==> src/sv/teb_pkg.sv <==
`timescale 1ns / 1ps

package teb_pkg;

  // Command codes carried on in_tuser
  typedef enum logic [2:0] {
    CMD_DEC    = 3'd0,
    CMD_EVEN   = 3'd1,
    CMD_CURSOR = 3'd2,
    CMD_COLOR  = 3'd3,
    CMD_VIS    = 3'd4
  } cmd_t;

  // Sequencer operations
  typedef enum logic [3:0] {
    OP_END,
    OP_LIT,
    OP_LOADA,
    OP_LOADB,
    OP_CONV,
    OP_SIGN,
    OP_PAD,
    OP_DIGITS,
    OP_TERM,
    OP_VIS
  } uop_t;

  typedef enum logic {
    ST_IDLE,
    ST_RUN
  } seq_state_t;

  // ASCII bytes used by the programs
  localparam logic [7:0] CH_NONE  = 8'h00;
  localparam logic [7:0] CH_ESC   = 8'h1B;
  localparam logic [7:0] CH_LBRK  = 8'h5B;
  localparam logic [7:0] CH_QUES  = 8'h3F;
  localparam logic [7:0] CH_TWO   = 8'h32;
  localparam logic [7:0] CH_FIVE  = 8'h35;
  localparam logic [7:0] CH_ZERO  = 8'h30;
  localparam logic [7:0] CH_MINUS = 8'h2D;
  localparam logic [7:0] CH_SEMI  = 8'h3B;
  localparam logic [7:0] CH_UPH   = 8'h48;
  localparam logic [7:0] CH_LOWM  = 8'h6D;
  localparam logic [7:0] CH_LOWH  = 8'h68;
  localparam logic [7:0] CH_LOWL  = 8'h6C;

  // Bytes per transaction are capped here
  localparam int RESULT_LIMIT = 16;
  localparam int BCNT_W       = $clog2(RESULT_LIMIT);

  // Program store
  localparam int UCODE_LEN = 24;
  localparam int PC_W      = $clog2(UCODE_LEN);

  localparam logic [PC_W-1:0] PC_END    = PC_W'(0);
  localparam logic [PC_W-1:0] PC_NUMBER = PC_W'(1);
  localparam logic [PC_W-1:0] PC_PAIR   = PC_W'(6);
  localparam logic [PC_W-1:0] PC_VIS    = PC_W'(18);

  typedef struct packed {
    uop_t       op;
    logic [7:0] chr;
    logic       last;
  } ucode_t;

  // Entry point of each command's program
  function automatic logic [PC_W-1:0] entry_pc(input logic [2:0] cmd);
    logic [PC_W-1:0] pc;
    case (cmd)
      CMD_DEC, CMD_EVEN:    pc = PC_NUMBER;
      CMD_CURSOR, CMD_COLOR: pc = PC_PAIR;
      CMD_VIS:              pc = PC_VIS;
      default:              pc = PC_END;
    endcase
    return pc;
  endfunction

  // Control words, one per step
  function automatic ucode_t ucode(input logic [PC_W-1:0] pc);
    ucode_t cw;
    case (pc)
      // plain / even-padded decimal
      5'd1:    cw = '{op: OP_LOADA,  chr: CH_NONE,  last: 1'b0};
      5'd2:    cw = '{op: OP_CONV,   chr: CH_NONE,  last: 1'b0};
      5'd3:    cw = '{op: OP_SIGN,   chr: CH_MINUS, last: 1'b0};
      5'd4:    cw = '{op: OP_PAD,    chr: CH_ZERO,  last: 1'b0};
      5'd5:    cw = '{op: OP_DIGITS, chr: CH_ZERO,  last: 1'b1};
      // ESC [ a ; b H|m
      5'd6:    cw = '{op: OP_LIT,    chr: CH_ESC,   last: 1'b0};
      5'd7:    cw = '{op: OP_LIT,    chr: CH_LBRK,  last: 1'b0};
      5'd8:    cw = '{op: OP_LOADA,  chr: CH_NONE,  last: 1'b0};
      5'd9:    cw = '{op: OP_CONV,   chr: CH_NONE,  last: 1'b0};
      5'd10:   cw = '{op: OP_SIGN,   chr: CH_MINUS, last: 1'b0};
      5'd11:   cw = '{op: OP_DIGITS, chr: CH_ZERO,  last: 1'b0};
      5'd12:   cw = '{op: OP_LIT,    chr: CH_SEMI,  last: 1'b0};
      5'd13:   cw = '{op: OP_LOADB,  chr: CH_NONE,  last: 1'b0};
      5'd14:   cw = '{op: OP_CONV,   chr: CH_NONE,  last: 1'b0};
      5'd15:   cw = '{op: OP_SIGN,   chr: CH_MINUS, last: 1'b0};
      5'd16:   cw = '{op: OP_DIGITS, chr: CH_ZERO,  last: 1'b0};
      5'd17:   cw = '{op: OP_TERM,   chr: CH_NONE,  last: 1'b1};
      // ESC [ ? 2 5 h|l
      5'd18:   cw = '{op: OP_LIT,    chr: CH_ESC,   last: 1'b0};
      5'd19:   cw = '{op: OP_LIT,    chr: CH_LBRK,  last: 1'b0};
      5'd20:   cw = '{op: OP_LIT,    chr: CH_QUES,  last: 1'b0};
      5'd21:   cw = '{op: OP_LIT,    chr: CH_TWO,   last: 1'b0};
      5'd22:   cw = '{op: OP_LIT,    chr: CH_FIVE,  last: 1'b0};
      5'd23:   cw = '{op: OP_VIS,    chr: CH_NONE,  last: 1'b1};
      default: cw = '{op: OP_END,    chr: CH_NONE,  last: 1'b0};
    endcase
    return cw;
  endfunction

endpackage

==> src/sv/terminal_escape_sequence_builder_unit.sv <==
`timescale 1ns / 1ps

// Channel | Dir | Handshake            | Payload
// in_     | in  | in_tvalid/in_tready  | tuser: command; tdata: first, second, hide
// out_    | out | out_tvalid/out_tready| tdata: out_char; tlast: last_char
//
// One command at a time. A number costs a load step, then per decimal digit a
// reciprocal multiply followed by a remainder step, then one step per emitted
// byte; each literal byte is one step as well.
// The divide-by-ten multiplier and the single output register set the pace.
// Reset (rst_n low, synchronous) clears the sequencer and output valid.
// A stalled output register holds the sequencer; input is taken only when idle.

module terminal_escape_sequence_builder_unit #(
  parameter int MAX_DIGITS   = 5,
  parameter int NUMBER_WIDTH = 16
) (
  input  logic                                       clk,
  input  logic                                       rst_n,
  input  logic                                       in_tvalid,
  output logic                                       in_tready,
  // [NW-1:0] first_number, [2NW-1:NW] second_number, [2NW] hide_flag
  input  logic [((2*NUMBER_WIDTH+1+7)/8)*8-1:0]      in_tdata,
  // [2:0] command
  input  logic [2:0]                                 in_tuser,
  output logic                                       out_tvalid,
  input  logic                                       out_tready,
  // [7:0] out_char
  output logic [7:0]                                 out_tdata,
  output logic                                       out_tlast
);

  localparam int NW    = NUMBER_WIDTH;
  localparam int PW    = 2 * NW + 1;
  localparam int QSH   = NW + 3;
  localparam int CNTW  = $clog2(MAX_DIGITS + 1);
  localparam int IDXW  = (MAX_DIGITS > 1) ? $clog2(MAX_DIGITS) : 1;
  localparam int PC_W  = teb_pkg::PC_W;
  localparam int BW    = teb_pkg::BCNT_W;
  // floor(x/10) == (x*RECIP) >> QSH for every x below 2**NW
  localparam logic [NW:0] RECIP = (NW+1)'(((64'd1 << QSH) + 64'd9) / 64'd10);

  // Control registers
  teb_pkg::seq_state_t state_r, state_nxt;
  logic [PC_W-1:0]     pc_r;
  logic                out_valid_r;
  logic [BW-1:0]       cnt_r;
  logic [CNTW-1:0]     n_r;
  logic [CNTW-1:0]     idx_r;
  logic                conv_ph_r;

  // Payload registers
  logic [2:0]          cmd_r;
  logic [NW-1:0]       a_r;
  logic [NW-1:0]       b_r;
  logic                hide_r;
  logic                neg_r;
  logic [NW-1:0]       mag_r;
  logic [PW-1:0]       prod_r;
  logic [3:0]          dbuf_r [MAX_DIGITS];
  logic [7:0]          out_data_r;
  logic                out_last_r;

  // Decode and datapath signals
  teb_pkg::ucode_t     cw;
  logic                in_go;
  logic                out_free;
  logic                emit;
  logic                emit_go;
  logic                emit_last;
  logic [7:0]          emit_char;
  logic                advance;
  logic                finish;
  logic [NW-1:0]       load_v;
  logic [NW-1:0]       load_mag;
  logic [NW-1:0]       q;
  logic [NW-1:0]       rem;
  logic                conv_stop;
  logic [CNTW-1:0]     idx_m1;
  logic [IDXW-1:0]     rd_idx;

  assign cw     = teb_pkg::ucode(pc_r);
  assign in_go  = in_tvalid && in_tready;
  assign out_free = !out_valid_r || out_tready;

  // Operand load and divide-by-ten step
  assign load_v    = (cw.op == teb_pkg::OP_LOADB) ? b_r : a_r;
  assign load_mag  = load_v[NW-1] ? (~load_v + NW'(1)) : load_v;
  assign q         = NW'(prod_r >> QSH);
  assign rem       = mag_r - (q << 3) - (q << 1);
  assign conv_stop = (q == '0) || (n_r == CNTW'(MAX_DIGITS - 1));
  assign idx_m1    = idx_r - CNTW'(1);
  assign rd_idx    = idx_m1[IDXW-1:0];

  // Next state
  always_comb begin
    state_nxt = state_r;
    case (state_r)
      teb_pkg::ST_IDLE: if (in_tvalid) state_nxt = teb_pkg::ST_RUN;
      teb_pkg::ST_RUN:  if (finish) state_nxt = teb_pkg::ST_IDLE;
      default:          state_nxt = teb_pkg::ST_IDLE;
    endcase
  end

  // Step decode: what the current control word emits and whether it advances
  always_comb begin
    in_tready = (state_r == teb_pkg::ST_IDLE);
    emit      = 1'b0;
    emit_char = cw.chr;
    advance   = 1'b0;
    finish    = 1'b0;
    if (state_r == teb_pkg::ST_RUN) begin
      case (cw.op)
        teb_pkg::OP_END:    finish = 1'b1;
        teb_pkg::OP_LIT: begin
          emit    = 1'b1;
          advance = 1'b1;
        end
        teb_pkg::OP_LOADA,
        teb_pkg::OP_LOADB:  advance = 1'b1;
        teb_pkg::OP_CONV:   advance = conv_ph_r && conv_stop;
        teb_pkg::OP_SIGN: begin
          emit    = neg_r;
          advance = 1'b1;
        end
        teb_pkg::OP_PAD: begin
          emit    = (cmd_r == teb_pkg::CMD_EVEN) && n_r[0];
          advance = 1'b1;
        end
        teb_pkg::OP_DIGITS: begin
          emit      = 1'b1;
          emit_char = teb_pkg::CH_ZERO + {4'b0000, dbuf_r[rd_idx]};
          advance   = (idx_r == CNTW'(1));
        end
        teb_pkg::OP_TERM: begin
          emit      = 1'b1;
          emit_char = (cmd_r == teb_pkg::CMD_CURSOR) ? teb_pkg::CH_UPH : teb_pkg::CH_LOWM;
          advance   = 1'b1;
        end
        teb_pkg::OP_VIS: begin
          emit      = 1'b1;
          emit_char = hide_r ? teb_pkg::CH_LOWL : teb_pkg::CH_LOWH;
          advance   = 1'b1;
        end
        default:            finish = 1'b1;
      endcase
    end
    // hold the step while the output register is occupied
    if (emit && !out_free) advance = 1'b0;
    emit_go   = emit && out_free;
    emit_last = (cw.last && advance) || (cnt_r == BW'(teb_pkg::RESULT_LIMIT - 1));
    if (emit_go && emit_last) finish = 1'b1;
  end

  // Sequencer control
  always_ff @(posedge clk) begin
    if (!rst_n) begin
      state_r     <= teb_pkg::ST_IDLE;
      pc_r        <= teb_pkg::PC_END;
      out_valid_r <= 1'b0;
      cnt_r       <= '0;
      n_r         <= '0;
      idx_r       <= '0;
      conv_ph_r   <= 1'b0;
    end else begin
      state_r <= state_nxt;
      if (emit_go) begin
        out_valid_r <= 1'b1;
      end else if (out_tready) begin
        out_valid_r <= 1'b0;
      end
      if (in_go) begin
        pc_r  <= teb_pkg::entry_pc(in_tuser);
        cnt_r <= '0;
      end else if (state_r == teb_pkg::ST_RUN) begin
        if (emit_go) cnt_r <= cnt_r + BW'(1);
        if (advance) pc_r <= pc_r + PC_W'(1);
        case (cw.op)
          teb_pkg::OP_LOADA,
          teb_pkg::OP_LOADB: begin
            n_r       <= '0;
            conv_ph_r <= 1'b0;
          end
          teb_pkg::OP_CONV: begin
            conv_ph_r <= !conv_ph_r;
            if (conv_ph_r) begin
              n_r <= n_r + CNTW'(1);
              if (conv_stop) idx_r <= n_r + CNTW'(1);
            end
          end
          teb_pkg::OP_DIGITS: if (emit_go) idx_r <= idx_m1;
          default: ;
        endcase
      end
    end
  end

  // Item latch, digit store and output data
  always_ff @(posedge clk) begin
    if (in_go) begin
      cmd_r  <= in_tuser;
      a_r    <= in_tdata[NW-1:0];
      b_r    <= in_tdata[2*NW-1:NW];
      hide_r <= in_tdata[2*NW];
    end
    if (state_r == teb_pkg::ST_RUN) begin
      case (cw.op)
        teb_pkg::OP_LOADA,
        teb_pkg::OP_LOADB: begin
          neg_r <= load_v[NW-1];
          mag_r <= load_mag;
        end
        teb_pkg::OP_CONV: begin
          if (!conv_ph_r) begin
            prod_r <= PW'(mag_r) * PW'(RECIP);
          end else begin
            dbuf_r[n_r[IDXW-1:0]] <= rem[3:0];
            mag_r <= q;
          end
        end
        default: ;
      endcase
    end
    if (emit_go) begin
      out_data_r <= emit_char;
      out_last_r <= emit_last;
    end
  end

  assign out_tvalid = out_valid_r;
  assign out_tdata  = out_data_r;
  assign out_tlast  = out_last_r;

  // Checks
  a_last_ends: assert property (@(posedge clk) disable iff (!rst_n)
    (emit_go && emit_last) |=> (state_r == teb_pkg::ST_IDLE))
    else $error("sequencer still running after final byte");

  a_start_clean: assert property (@(posedge clk) disable iff (!rst_n)
    in_go |=> (state_r == teb_pkg::ST_RUN) && (cnt_r == '0))
    else $error("transaction did not start a fresh program");

  a_digit_bound: assert property (@(posedge clk) disable iff (!rst_n)
    n_r <= CNTW'(MAX_DIGITS))
    else $error("digit count beyond store depth");

  a_digit_read: assert property (@(posedge clk) disable iff (!rst_n)
    (state_r == teb_pkg::ST_RUN && cw.op == teb_pkg::OP_DIGITS)
      |-> (idx_r != '0) && (idx_r <= n_r))
    else $error("digit read outside converted range");

endmodule

==> config.mk <==
export PLATFORM = sky130hd
export DESIGN_NAME = terminal_escape_sequence_builder_unit
export DESIGN_NICKNAME = d
export VERILOG_FILES = /design/src/sv/teb_pkg.sv /design/src/sv/terminal_escape_sequence_builder_unit.sv
export SDC_FILE = /design/constraint.sdc
export NUM_CORES = 1
export LEC_CHECK = 0
export BUFFER_PORTS_ARGS = -buffer_cell sky130_fd_sc_hd__buf_4
export CAP_MARGIN = 20
export CORE_ASPECT_RATIO = 0.5
export CORE_UTILIZATION = 55
export DETAILED_ROUTE_END_ITERATION = 10
export PLACE_DENSITY = 0.79
export SETUP_SLACK_MARGIN = 0.2
export SLEW_MARGIN = 40
export SYNTH_ARGS = -nofsm -noshare
export SYNTH_HDL_FRONTEND = slang
export SYNTH_SLANG_ARGS = --single-unit
==> constraint.sdc <==
create_clock -name clk -period 13.95 [get_ports clk]
set_clock_uncertainty 0.2 [all_clocks]
set_input_delay 0.6975 -clock clk [delete_from_list [all_inputs] [get_ports clk]]
set_output_delay 0.6975 -clock clk [all_outputs]
set_load 0.02 [all_outputs]
==> key figures <==
Power
  – P_leak: about 5.2 nW
  – Power Density: 165 mW/mm^2
  – Worst VDD drop: slightly below 0.0001 V
  – Total power: 1.90 mW

Clock network
  – Clk buf depth: 2
  – Hold Buf Count CTS: 0
  – Post_cts resized: 0
  – Clock latency on the worst-skew pair: approximately 410 ps
  – CTS buffer count: 17
  – Post-CTS Setup Repair Bufs: 0
  – TritonCTS clock tree: built
  – Sink Count: roughly 120
  – Worst-path clk slew: approximately 60 ps
  – Root buf cell: clkbuf_16
  – H-tree Lvls: 4

Yosys
  – #FFs+latches synth: between 100 and 150
  – Mapped Area: approximately 0.01 mm^2
  – Ys flop type: edfxtp_1
  – Mapped Cells: slightly below 1,000
  – Seq/Total Area, Yosys: around 33%
  – Compound-cell area share of the yosys netlist: around 9.3%
  – Unique cell type count in the Yosys netlist: 72
  – Post-synthesis simple-gate area fraction: between 8 and 9%
  – Mapped Nets: around 1,200
  – YS warnings: 0
  – Post-synth EDFFs: 94
  – Adder-Cell Fraction of Synth Area: roughly 33%
  – Largest family of logic cells by synthesized area: adder cells
  – Xor/xnor share of the synthesized area: about 3.8%
  – Post-synthesis mux area share: 3.68%
  – Post-synth ARST share: 0%
  – Avg Inst Size Synth: roughly 11 um^2

Global route
  – Total grt overflow: 0
  – Initial antenna violation count: 0
  – Tot GR Track Use: between 20% and 30%
  – Largest net degree at the start of global routing: 39
  – First-pass GRT wire length: 35.8 mm
  – Vias in the first global route: 7,401

Worst setup path
  – Arr. time, crit path: roughly 6800 ps
  – Crit. End Element: register
  – R2R Setup Slk: 7130 ps
  – Critical Path RT: 13,910 ps
  – Worst R2R Start: mag_r[3]
  – Critical path type: register to register
  – Worst r2r path cells: 21
  – Startpoint Class: register
  – Reg2reg end: prod_r[28]
  – Critical path peak fanout: 6

Die
  – Initial Util: between 50% and 60%
  – Row count: 34
  – Die Width: 196 um
  – DIE AREA: approximately 0.019 mm^2
  – Core area: 0.0178 mm^2
  – Chip height: around 99 um
  – # IOs: between 50 and 60

Final layout
  – # diodes: 0
  – Non-Filler Instances: ~1,300
  – Share of layout cells above drive strength 1: 10.7%
  – Final instance area: ~0.012 mm^2
  – Filler cells: about 1,300
  – FF+latch area: approximately 0.0034 mm^2
  – Multi-input gate area: 0.00608 mm^2
  – Core Util, Final: between 60% and 70%
  – Final nets: roughly 1,300
  – P&R area growth vs syn: 11.8%

Detailed routing
  – Drt drc: 0
  – WL per Instance: ~17 um
  – Via count: roughly 7,000
  – Antenna viol nets, final: 0
  – Routed WL: between 20 and 25 mm
  – Vias per cell: 5.57
  – Starting DRT DRC Count: 422
  – DRT Pass-1 Iters: 6

STA
  – Maximum clock rate: 147 MHz
  – Final setup viols: 0
  – Slew @ Worst Pin: 741 ps
  – TNS Setup: 0 ps
  – Final Hold Fails: 0
  – Slew margin rel.: between 50% and 60%
  – RSZ-0062 raised after global routing: no
  – Tmin final: roughly 6800 ps
  – Slew Limit Fails: 0
  – Final period utilization: 48.9%

Outcome
  – Status: complete, no violations

Placed design
  – Routability cong.: 0.947
  – DP HPWL: roughly 17 mm
  – Count of input and output buffers: between 40 and 50
  – Dpl cells: roughly 1,200
  – DP Area: ~0.011 mm^2

Hold path
  – Worst Hold Class: input pin to register
  – Hold_sp: in_tdata[18]
  – WHS Endpoint: b_r[2]
  – Hold path depth: 1

Job
  – Max Cap Violations: 0
==> registers in the layout, indices dropped and copies added, names as in the netlist, 3 cells and up <==
| name | count |
|---|---|
| a_r | 16 |
| b_r | 16 |
| cmd_r | 3 |
| cnt_r | 4 |
| cw | 12 |
| dbuf_r | 20 |
| idx_r | 3 |
| mag_r | 16 |
| n_r | 3 |
| out_tdata | 7 |
| pc_r | 5 |
| prod_r | 13 |
==> critical path: stages (launching register included) <==
cell	delay, ps
edfxtp_1	530
ha_1	430
inv_1	80
fa_1	520
inv_1	60
fa_1	510
fa_1	520
fa_1	560
inv_1	60
fa_1	520
inv_1	50
ha_1	310
a21o_1	160
a21o_1	210
o21a_1	200
a311o_1	330
a221oi_1	300
buf_2	250
nor2_1	100
a221oi_1	390
o21bai_1	120
xor2_1	160
==> synth_stat cells (5+ instances only) <==
cell type / n / area, um^2
nor2_1: 51 / 191
fa_1: 79 / 1580
mux2i_1: 23 / 230
nand3_1: 17 / 85.1
nand2b_1: 5 / 31.3
o21bai_1: 5 / 37.5
a21oi_1: 34 / 170
a21o_1: 11 / 82.6
inv_1: 198 / 743
edfxtp_1: 94 / 2820
o21ai_0: 31 / 155
xor2_1: 20 / 175
buf_4: 5 / 37.5
nor3_1: 12 / 60.1
nand2_1: 66 / 248
ha_1: 147 / 1840
clkbuf_1: 6 / 22.5
a31oi_1: 6 / 37.5
xnor2_1: 25 / 219
buf_2: 6 / 30.0
nor4_1: 8 / 50.1
dfxtp_1: 30 / 601
==> worst max-delay path by stage <==
stage,from,to,slack (ps)
floorplan,mag_r[6],prod_r[28],7660
global placement,mag_r[7],prod_r[31],6790
detailed placement,mag_r[7],prod_r[28],7160
CTS,mag_r[7],prod_r[28],7130
global route,mag_r[3],prod_r[31],6870
finish,mag_r[3],prod_r[28],7130
==> report_power, final <==
group / internal, mW / total, mW / switching, mW / leakage, nW
registers: 0.461 / 0.482 / 0.0209 / 1.12
clock network: 0.264 / 0.413 / 0.150 / 0.276
logic: 0.416 / 1.00 / 0.585 / 3.84
==> kinds of logic (layout without fill, tap and decap cells) <==
group | after synthesis | in the layout
AO/OA/AOI/OAI | 138 | 138
XOR/XNOR | 45 | 45
AND/OR/NAND/NOR | 185 | 185
adder cells (fa/ha/maj) | 226 | 226
other | 1 | 1
flip-flops | 124 | 124
buffers and inverters | 221 | 288
multiplexers | 31 | 31
==> layout make-up <==
type	instances	area share, %
sequential	124	29.7
clock buffer	25	4.32
multi-input combinational	626	52.8
inverter	203	6.62
tap	234	2.54
clock inverter	7	0.554
timing repair buffer	53	3.43
==> cell usage in the layout (no fill, tap or decap), types with 5 or more instances in the layout <==
master and n:
clkbuf_1 5, buf_4 52, xor2_1 20, fa_1 79, xnor2_1 25, o21ai_0 31
nand2_1 66, ha_1 147, a21oi_1 34, a21o_1 11, nor2_1 51, edfxtp_1 94
clkbuf_16 18, nor3_1 11, nand2b_1 5, o21bai_1 5, dfxtp_1 30, mux2i_1 23
a31oi_1 6, nand3_1 17, inv_1 198
==> per-stage QoR <==
step / setup slack (ps) / hold WS, ps
2_1_floorplan: 7660 / 232
5_1_grt: 6870 / 244
6_report: 7130 / 258
3_3_place_gp: 6790 / 240
4_1_cts: 7130 / 249
3_5_place_dp: 7160 / 258
==> metal layers <==
metal | track usage, % | vias to the layer above | wire length [um]
met5 | 0 | - | 0
met4 | 7.27 | 0 | 391
met3 | 5.00 | 36 | 1440
met2 | 41.1 | 220 | 10200
met1 | 30.8 | 3453 | 9320
li1 | - | 3379 | -
Power figures use the tool's default switching activity.
